$ cat config.mk
export PLATFORM = sky130hd
export DESIGN_NAME = iirbs_mac
export DESIGN_NICKNAME = d
export VERILOG_FILES = /design/src/design/iirbs_pkg.sv /design/src/design/iirbs_mac.sv
export SDC_FILE = /design/constraint.sdc
export NUM_CORES = 2
export LEC_CHECK = 0
export ABC_CLOCK_PERIOD_IN_PS = 7200
export BUFFER_PORTS_ARGS = -buffer_cell sky130_fd_sc_hd__buf_2
export CORE_MARGIN = 2
export CORE_UTILIZATION = 45
export DETAILED_ROUTE_END_ITERATION = 10
export MAX_ROUTING_LAYER = met4
export SETUP_SLACK_MARGIN = 0.2
export SLEW_MARGIN = 20
export SYNTH_ARGS = -nofsm -noshare
export SYNTH_HDL_FRONTEND = slang
export SYNTH_SLANG_ARGS = --single-unit
$ cat constraint.sdc
create_clock -name clk -period 7.2 [get_ports clk]
set_clock_uncertainty 0.15 [all_clocks]
set_input_delay 1.08 -clock clk [delete_from_list [all_inputs] [get_ports clk]]
set_output_delay 1.08 -clock clk [all_outputs]
set_load 0.1 [all_outputs]
$ cat src/design/iirbs_pkg.sv
package iirbs_pkg;

	localparam int CHANNELS_DEF    = 2;
	localparam int SAMPLE_BITS_DEF = 32;

	localparam int TAPS      = 10;
	localparam int FB_TERMS  = 5;
	localparam int TAP_W     = $clog2(FB_TERMS);
	localparam int COEF_W    = 35;
	localparam int HALF_W    = 32;
	localparam int OPD_W     = HALF_W + 1;
	localparam int PROD_W    = COEF_W + OPD_W;
	localparam int ACC_W     = 104;
	localparam int Y_W       = 64;
	localparam int X_GROWTH  = 7;
	localparam int FF_GROWTH = 5;
	localparam int X_SHIFT   = 24;
	localparam int Y_SHIFT   = 30;
	localparam int OUT_SHIFT = 24;

	localparam logic signed [COEF_W-1:0] INV_GAIN = 35'sd1087328963;

	typedef struct packed {
		logic clr;
		logic load;
		logic issue;
		logic hi;
	} mac_ctl_t;

	// coefficient k weights y[n-10+2k]
	function automatic logic signed [COEF_W-1:0] fb_coef(input logic [TAP_W-1:0] k);
		logic signed [COEF_W-1:0] c;
		case (k)
			3'd0:    c = 35'sd609851893;
			3'd1:    c = -35'sd3393577687;
			3'd2:    c = 35'sd7574986232;
			3'd3:    c = -35'sd8480133146;
			3'd4:    c = 35'sd4762481802;
			default: c = '0;
		endcase
		return c;
	endfunction

endpackage

$ cat src/design/iirbs_mac.sv
module iirbs_mac (
	input  logic                                  clk,
	input  logic                                  arst_n,
	input  iirbs_pkg::mac_ctl_t                   ctl,
	input  logic signed [iirbs_pkg::COEF_W-1:0]   coef,
	input  logic signed [iirbs_pkg::OPD_W-1:0]    opd,
	input  logic signed [iirbs_pkg::ACC_W-1:0]    load_val,
	output logic signed [iirbs_pkg::ACC_W-1:0]    acc
);
	import iirbs_pkg::*;

	logic signed [PROD_W-1:0] prod_s1;
	logic                     vld_s1;
	logic                     hi_s1;
	logic signed [ACC_W-1:0]  addend;
	logic signed [ACC_W-1:0]  acc_q;

	always_ff @(posedge clk or negedge arst_n) begin
		if (!arst_n) begin
			vld_s1 <= 1'b0;
			hi_s1  <= 1'b0;
		end else begin
			vld_s1 <= ctl.issue;
			hi_s1  <= ctl.hi;
		end
	end

	always_ff @(posedge clk) begin
		prod_s1 <= PROD_W'(coef) * PROD_W'(opd);
	end

	always_comb begin
		addend = hi_s1 ? (ACC_W'(prod_s1) <<< HALF_W) : ACC_W'(prod_s1);
	end

	always_ff @(posedge clk) begin
		if (ctl.clr) begin
			acc_q <= '0;
		end else if (ctl.load) begin
			acc_q <= load_val;
		end else if (vld_s1) begin
			acc_q <= acc_q + addend;
		end
	end

	assign acc = acc_q;

endmodule

==> flow_summary_export.csv <==
group,metric,value,unit
worst_setup_path,worstSetupPathType,"in2reg",
logic_synthesis,netlist_top_cells_count,"inv_1 (1,217), fa_1 (1,208), nand2_1 (756)",
finish,area_growth,19.91,%
timing,fmax,125.7,MHz
clock_network,cts_tree,"done",
detailed_routing,drcViolationCount,0,
floorplanning,io_pins,282,
logic_synthesis,synth.distinct_cells,98,
detailed_routing,wl_per_cell,20.75,um
logic_synthesis,yosys_warnings,0,
logic_synthesis,synth.cell_area,54150,um2
timing,max_slew.worst_pin.slew,1140,ps
floorplanning,die_y,350.9,um
finish,nFillCells,10840,
worst_setup_path,r2r_cells,15,
timing,finalHoldViolCount,0,
clock_network,cts.path.max_buffers,2,
timing,finalMaxSlewViolations,0,
clock_network,cts_buffers,17,
finish,drive_gt1_frac,0.2118,
global_route,grt_pass1_vias,46380,
timing,min_period_over_period,1.105,
logic_synthesis,async_flop_share,0.01149,
timing,setup_violations,41,
timing,setup_ws,-756.1,ps
timing,setup-tns-final,-20760,ps
worst_setup_path,critPathMaxStageDelay,580,ps
finish,stdcell_area,64930,um2
detailed_routing,vias,43790,
placement,place.gp.congestion,0.9735,
worst_setup_path,cpMostUsedCell,"fa_1",
floorplanning,chipWidth,350.9,um
clock_network,clkTransAtPathRegs,70,ps
clock_network,root_buffer,"clkbuf_16",
floorplanning,start_util,0.4526,
floorplanning,std_cell_rows,127,
finish,stdcell_count,8352,
floorplanning,die_area,123100,um2
worst_setup_path,worstReg2RegEnd,"acc[82]",
placement,io_buffers,281,
outcome,status,"complete, but fails checks",
placement,dp_hpwl,146.7,mm
worst_setup_path,cp.arrival,8210,ps
logic_synthesis,ys_seq_area_frac,0.06451,
logic_synthesis,synthesis.nets,7842,
finish,layout.nets,8435,
worst_setup_path,cpMaxStageDelayCell,"fa_2",
timing,relSlewSlack,0.2402,
global_route,grt_usage,0.2939,
logic_synthesis,ys_ff_latch,174,
detailed_routing,drt-pass1-iter-count,6,
worst_setup_path,endpoint,"prod_s1[61]",
logic_synthesis,synth.most_common_cell,"inv_1",
global_route,grt_max_degree,99,
clock_network,worstSkewPairLatency,480,ps
logic_synthesis,ys.flop_type,"dfxtp_1",
hold_path,hp-class,"in2async",
worst_setup_path,end_kind,"flop",
run,cap_viol_max_count,0,
global_route,grt_pass1_wl,270.0,mm
logic_synthesis,synth.top_cell.area_share,0.4466,
worst_setup_path,critPathRequiredTime,7450,ps
clock_network,cts_sinks,174,
clock_network,htreeDepth,4,
timing,period_needed,7956,ps
worst_setup_path,r2r_start,"hi_s1",
worst_setup_path,critPathLaunch,"opd[8]",
placement,dp_cells,8205,
detailed_routing,drt_wl_total,173.3,mm
logic_synthesis,synth_top_area_cell,"fa_1",
worst_setup_path,worstPathMaxFanout,5,
worst_setup_path,start_kind,"primary input",
detailed_routing,drt-initial-drc-count,2861,
outcome,violations,"negative setup slack",
logic_synthesis,synthTopCellsByArea,"fa_1 (45%), inv_1 (8.4%), ha_1 (7.5%)",
detailed_routing,viasPerCell,5.243,
global_route,grt_overflow,0,
floorplanning,core_area,119700,um2
placement,postPlaceCellArea,60970,um2
timing,grt_setup_unrepaired,"yes",
finish,finalCoreUtilization,0.5427,
logic_synthesis,synth-edff-count,0,
logic_synthesis,synth_cells,6132,
global_route,antenna_found_initial,4,
logic_synthesis,avgSynthCellArea,8.831,um2
worst_setup_path,r2r_slack,1590,ps
detailed_routing,ant_nets,0,
-- metrics by stage --
| stage | hold WS (ps) | setup WS [ps] |
|---|---|---|
| final | 225.2 | -756.1 |
| after global routing | 204.4 | -975.4 |
| after CTS | 202.8 | -649.5 |
| after detailed placement | 428.3 | -1472 |
| after global placement | 416.1 | -1434 |
| after floorplan | 584.7 | -984.0 |
-- timing repair --
action / in CTS / in global routing
setup endpoints to repair: 49 / 50
pin swaps: 180 / 162
hold buffers: 0 / 0
cloned: 11 / 0
setup buffers: 60 / 42
resized for setup: 406 / 205
-- cells in the final DEF, fill, tap and decap left out, types with 20 or more instances in the layout --
cell	instances
o21bai_1	48
buf_2	222
xnor2_1	93
ha_4	39
fa_2	85
and3_1	28
nand2_1	732
ha_1	283
nor2_1	216
mux2i_1	36
fa_1	1123
o21a_1	20
nand4_1	56
nor2b_1	42
inv_2	81
dfxtp_1	172
a21oi_1	264
nor3_1	32
and2_4	45
a211oi_1	30
nand3_1	25
and2_1	541
buf_6	116
o21ai_0	89
a21o_1	98
xor2_1	56
nand2b_1	27
buf_4	494
mux2_2	35
a21oi_2	22
inv_1	1135
a221oi_1	34
buf_12	59
-- per-layer routing --
layer	vias to the layer above	share of wire	global-route usage
li1	19880	-	-
met1	22360	0.45	0.4057
met2	1375	0.46	0.4674
met3	180	0.062	0.03099
met4	0	0.025	0.06841
met5	-	0	-
-- cell families after synthesis --
group,count (synthesis),share of synthesized area
buffers and inverters,1566,0.1124
flip-flops,174,0.06451
adder cells (fa/ha/maj),1532,0.5214
XOR/XNOR,166,0.02685
AND/OR/NAND/NOR,1848,0.1679
AO/OA/AOI/OAI,775,0.09305
multiplexers,71,0.01393
-- worst max-delay path, delay by kind of cell --
family,cells,cell delay (ps)
adder cells (fa/ha/maj),9,4380
buffers and inverters,10,960
AO/OA/AOI/OAI,7,1290
AND/OR/NAND/NOR,4,320
XOR/XNOR,1,150
-- state kept, by name (all words and copies together), names as in the netlist --
name / count
acc: 104
vld_s1: 1
prod_s1: 68
hi_s1: 1
-- worst min-delay path by stage --
stage / from / to
global placement: acc[9] / acc[9]
finish: arst_n / vld_s1
floorplan: vld_s1 / acc[82]
detailed placement: acc[66] / acc[66]
CTS: arst_n / vld_s1
global route: arst_n / hi_s1
-- cell type report --
type,instances,area (um2),area share
Inverter,1218,4576,0.07047
Clock buffer,20,456.7,0.007033
Clock inverter,11,85.08,0.001310
Multi-Input combinational cell,4392,46310,0.7132
Antenna cell,3,7.507,0.0001156
Tap cell,1612,2017,0.03106
Sequential cell,174,3501,0.05391
Timing Repair Buffer,922,7983,0.1229
Power is not shown: default switching activity piles up to over one toggle a cycle in this logic, so the estimate is an artifact.
