**src/design/iirbs_pkg.sv**
```systemverilog
package iirbs_pkg;

	localparam int CHANNELS_DEF    = 2;
	localparam int SAMPLE_BITS_DEF = 32;

	localparam int TAPS      = 10;
	localparam int FB_TERMS  = 5;
	localparam int TAP_W     = $clog2(FB_TERMS);
	localparam int COEF_W    = 35;
	localparam int HALF_W    = 32;
	localparam int OPD_W     = HALF_W + 1;
	localparam int PROD_W    = COEF_W + OPD_W;
	localparam int ACC_W     = 104;
	localparam int Y_W       = 64;
	localparam int X_GROWTH  = 7;
	localparam int FF_GROWTH = 5;
	localparam int X_SHIFT   = 24;
	localparam int Y_SHIFT   = 30;
	localparam int OUT_SHIFT = 24;

	localparam logic signed [COEF_W-1:0] INV_GAIN = 35'sd1087328963;

	typedef struct packed {
		logic clr;
		logic load;
		logic issue;
		logic hi;
	} mac_ctl_t;

	// coefficient k weights y[n-10+2k]
	function automatic logic signed [COEF_W-1:0] fb_coef(input logic [TAP_W-1:0] k);
		logic signed [COEF_W-1:0] c;
		case (k)
			3'd0:    c = 35'sd609851893;
			3'd1:    c = -35'sd3393577687;
			3'd2:    c = 35'sd7574986232;
			3'd3:    c = -35'sd8480133146;
			3'd4:    c = 35'sd4762481802;
			default: c = '0;
		endcase
		return c;
	endfunction

endpackage

```
**src/design/iirbs_hist.sv**
```systemverilog
module iirbs_hist #(
	parameter int CHANNELS = iirbs_pkg::CHANNELS_DEF,
	parameter int XW       = iirbs_pkg::SAMPLE_BITS_DEF + iirbs_pkg::X_GROWTH
) (
	input  logic                                    clk,
	input  logic                                    arst_n,
	input  logic                                    push,
	input  logic signed [XW-1:0]                    x_new,
	input  logic signed [iirbs_pkg::Y_W-1:0]        y_new,
	input  logic signed [XW-1:0]                    x_cur,
	input  logic [iirbs_pkg::TAP_W-1:0]             tap,
	output logic signed [XW+iirbs_pkg::FF_GROWTH-1:0] ff,
	output logic signed [iirbs_pkg::Y_W-1:0]        y_tap
);
	import iirbs_pkg::*;

	localparam int FFW = XW + FF_GROWTH;

	logic signed [XW-1:0]  xh_q [CHANNELS][TAPS];
	logic signed [Y_W-1:0] yh_q [CHANNELS][TAPS];
	logic signed [FFW-1:0] s17;
	logic signed [FFW-1:0] s35;

	// channel in work always sits in row 0; rotate rows on each push
	always_ff @(posedge clk or negedge arst_n) begin
		if (!arst_n) begin
			for (int c = 0; c < CHANNELS; c++) begin
				for (int t = 0; t < TAPS; t++) begin
					xh_q[c][t] <= '0;
					yh_q[c][t] <= '0;
				end
			end
		end else if (push) begin
			for (int c = 0; c < CHANNELS - 1; c++) begin
				xh_q[c] <= xh_q[c+1];
				yh_q[c] <= yh_q[c+1];
			end
			xh_q[CHANNELS-1][0] <= x_new;
			yh_q[CHANNELS-1][0] <= y_new;
			for (int t = 1; t < TAPS; t++) begin
				xh_q[CHANNELS-1][t] <= xh_q[0][t-1];
				yh_q[CHANNELS-1][t] <= yh_q[0][t-1];
			end
		end
	end

	always_comb begin
		s17 = FFW'(xh_q[0][1]) + FFW'(xh_q[0][7]);
		s35 = FFW'(xh_q[0][3]) + FFW'(xh_q[0][5]);
		ff  = FFW'(x_cur) + FFW'(xh_q[0][9]) + (s17 <<< 2) + s17 + (s35 <<< 3) + (s35 <<< 1);
	end

	always_comb begin
		case (tap)
			3'd0:    y_tap = yh_q[0][9];
			3'd1:    y_tap = yh_q[0][7];
			3'd2:    y_tap = yh_q[0][5];
			3'd3:    y_tap = yh_q[0][3];
			3'd4:    y_tap = yh_q[0][1];
			default: y_tap = '0;
		endcase
	end

endmodule

```
**config.mk**
```make
export PLATFORM = sky130hd
export DESIGN_NAME = iirbs_hist
export DESIGN_NICKNAME = d
export VERILOG_FILES = /design/src/design/iirbs_pkg.sv /design/src/design/iirbs_hist.sv
export SDC_FILE = /design/constraint.sdc
export NUM_CORES = 2
export LEC_CHECK = 0
export BUFFER_PORTS_ARGS = -buffer_cell sky130_fd_sc_hd__buf_4
export CAP_MARGIN = 20
export CORE_MARGIN = 2
export CORE_UTILIZATION = 40
export DETAILED_ROUTE_END_ITERATION = 8
export PLACE_DENSITY = 0.67
export RECOVER_POWER = 25
export SLEW_MARGIN = 20
export SYNTH_ARGS = -nofsm -noshare
export SYNTH_HDL_FRONTEND = slang
export SYNTH_SLANG_ARGS = --single-unit
```
**constraint.sdc**
```tcl
create_clock -name clk -period 7.65 [get_ports clk]
set_input_delay 0.765 -clock clk [delete_from_list [all_inputs] [get_ports clk]]
set_output_delay 0.765 -clock clk [all_outputs]
set_load 0.02 [all_outputs]
```
==> flow_summary.yaml <==
worst_hold_path:
  min-delay-start: "y_new[3]"
  hold_depth: 2
  worst_hold_path_type: "in2reg"
  hold_path_end: "yh_q[579]"
global_route:
  grt_pass1_vias: 50446
  antenna_found_initial: 6
  grt_pass1_wl_um: 275000
  grt_max_degree: 198
  grt_overflow: 0
  grt_usage: 0.1518
synthesis:
  synth.avg_cell_area_um2: 14.56
  netlist_instances: 6063
  async_flop_share: 1.000
  syn_nets: 6497
  syn_area_um2: 88300
  ys.flop_type: "dfrtp_1"
  synth.distinct_cells: 76
  yosys_warnings: 0
  ys_seq_area_frac: 0.5838
  synth_top_area_frac: 0.5838
  synth_edf_count: 0
  yosysTopAreaCell: "dfrtp_1"
  ys_seq_elements: 2060
  ys_top_cells_by_area: "dfrtp_1 (58%), mux2_2 (26%), fa_1 (3.7%)"
sta:
  finalClockSkew_ns: 0.06789
  finalSetupViolCount: 22
  fin_crit_sh: 1.091
  drv_slew: 1267
  grt_setup_unrepaired: "yes"
  min_period_ns: 8.344
  relSlewSlack: -1.667
  hold_viol_final: 0
  setup_ws_ns: -0.6938
  max_freq_ghz: 0.1198
  worstMarginPinSlew_ns: 4.001
finish:
  multi_input_area_um2: 35540
  num-fill-cells: 18954
  drive_gt1_frac: 0.4574
  syn2layout_area_growth_pct: 17.28
  seq_area_um2: 51550
  nets: 6900
  fin_cells: 9526
worst_setup_path:
  cp_slowest_cell: "fa_1"
  r2r_cells: 2
  r2r-end: "xh_q[283]"
  crit_arrival_ns: 7.58
  reg2reg_from: "xh_q[712]"
  critPathMaxStageDelay_ns: 0.54
  endpoint_kind: "output port"
  critPathLaunchType: "flip-flop"
  regToRegSetupSlack_ns: 6.57
  cp.required_ns: 6.88
  critPathMaxFanout: 3
  worstSetupPathType: "reg2out"
route:
  drt_first_pass_iters: 5
  vias: 47874
  vias_per_cell: 5.026
  drc_errors: 0
  routed_wirelength_um: 170100
  routedWlPerCell_um: 17.86
  drt.antenna.violating_nets: 0
  dr.first_iter.drc_count: 2824
clocking:
  cts_tree: "yes"
  clk_path_buf_depth: 3
  cts.sinks: 2060
  cts_made_buffers: 216
  cts_root_buffer: "clkbuf_16"
  clk_latency_ns: 0.87
  clkTransAtPathRegs_ns: 0.06
  htreeDepth: 4
floorplanning:
  fp.dieH_um: 473.8
  die_area_um2: 224500
  die_width_um: 473.8
  num_rows: 172
  num_io_pins: 256
  start_util: 0.4023
  fp.coreArea_um2: 219500
placed_design:
  dp_cells: 9058
  pre_cts_ws_ns: -0.2630
  io_buffers: 255
  hpwl_um: 108800
  place.gp.congestion: 0.8869
status:
  violations: "capacitance limit, slew limit, setup timing"
  status: "finished with violations"
flow_run:
  max-cap-violations: 15
routing by layer:
layer | GRT usage | vias to the layer above | share of wire
met5 | 0 | - | 0
met4 | 0.04940 | 0 | 0.027
met3 | 0.02788 | 290 | 0.036
met2 | 0.2492 | 625 | 0.49
met1 | 0.2033 | 25034 | 0.45
li1 | - | 21925 | -
synthesized netlist by cell type (all sizes together), types with 19 or more instances:
cell type and number:
a21o 57, a21oi 101, a221o 65, and3 19, clkbuf 274, dfrtp 2060, fa 164, ha 122
inv 389, mux2 2019, mux2i 65, nand2 167, nand3 21, nor2 54, nor2b 21, nor3 20
o21ai 161, xnor2 63, xor2 44
cell type report:
| class | count | share of cell area |
|---|---|---|
| Sequential cell | 2060 | 0.4978 |
| Multi-Input combinational cell | 3334 | 0.3432 |
| Clock buffer | 312 | 0.06060 |
| Timing Repair Buffer | 465 | 0.03526 |
| Tap cell | 2871 | 0.03469 |
| Clock inverter | 89 | 0.01426 |
| Inverter | 389 | 0.01410 |
| Antenna cell | 6 | 0.0001450 |
per-stage QoR:
step	hold WS, ns	setup TNS (ns)	util	area (um2)
floorplan	0.4492	0	-	88300
global placement	0.4607	-0.1828	0.4288	94130
detailed placement	0.4660	-1.045	0.4288	94130
CTS	0.004580	-8.462	0.4688	102900
global route	0.02987	-15.53	0.4717	103500
finish	0.1047	-9.148	0.4718	103600
kinds of logic after synthesis:
logic type,synth area share
adders and majority gates,0.05447
xor gates and xnor gates,0.01061
buffers and inverters,0.02847
and+or+nand+nor,0.01903
muxes,0.2651
DFF,0.5838
AOI/OAI and AO/OA,0.03854
worst max-delay path by stage:
| stage | startpoint | end | cells after the start |
|---|---|---|---|
| 4_1_cts | xh_q[468] | ff[43] | 30 |
| 3_3_place_gp | xh_q[468] | ff[43] | 31 |
| 3_5_place_dp | xh_q[468] | ff[43] | 30 |
| 2_1_floorplan | xh_q[468] | ff[43] | 28 |
| 5_1_grt | xh_q[468] | ff[41] | 30 |
| 6_report | xh_q[468] | ff[41] | 30 |
sequential cells by signal, indices dropped and copies added, names as in the netlist:
name and flops:
yh_q 1280, xh_q 780
timing repair:
action                                  in CTS  in global routing
endpoints found under the setup margin      28                 29
pin swaps                                   79                106
hold buffers                                 1                  0
buffers inserted                            30                 34
gates resized for setup                    160                114
hold endpoints to repair                   115                  0
cell usage in the layout (no fill, tap or decap), types with 31 or more instances in the layout:
| cell | count |
|---|---|
| nand2_1 | 159 |
| a21o_1 | 55 |
| xor2_1 | 36 |
| clkbuf_16 | 216 |
| xnor2_1 | 45 |
| clkbuf_1 | 55 |
| clkinv_2 | 31 |
| buf_4 | 415 |
| clkbuf_8 | 51 |
| nor2_1 | 51 |
| mux2i_1 | 65 |
| inv_1 | 375 |
| ha_1 | 93 |
| a21oi_1 | 69 |
| dfrtp_1 | 2060 |
| o21ai_0 | 136 |
| mux2_2 | 2019 |
| a221o_1 | 65 |
| fa_1 | 162 |
critical path, delay by kind of cell (launching register included):
kind	cells	cell delay, ns
buffers and inverters	9	0.94
DFF	1	0.36
and+or+nand+nor	5	0.87
AOI/OAI and AO/OA	9	1.98
xor gates and xnor gates	1	0.20
adders and majority gates	6	2.35
Power is not shown: default switching activity piles up to over one toggle a cycle in this logic, so the estimate is an artifact.
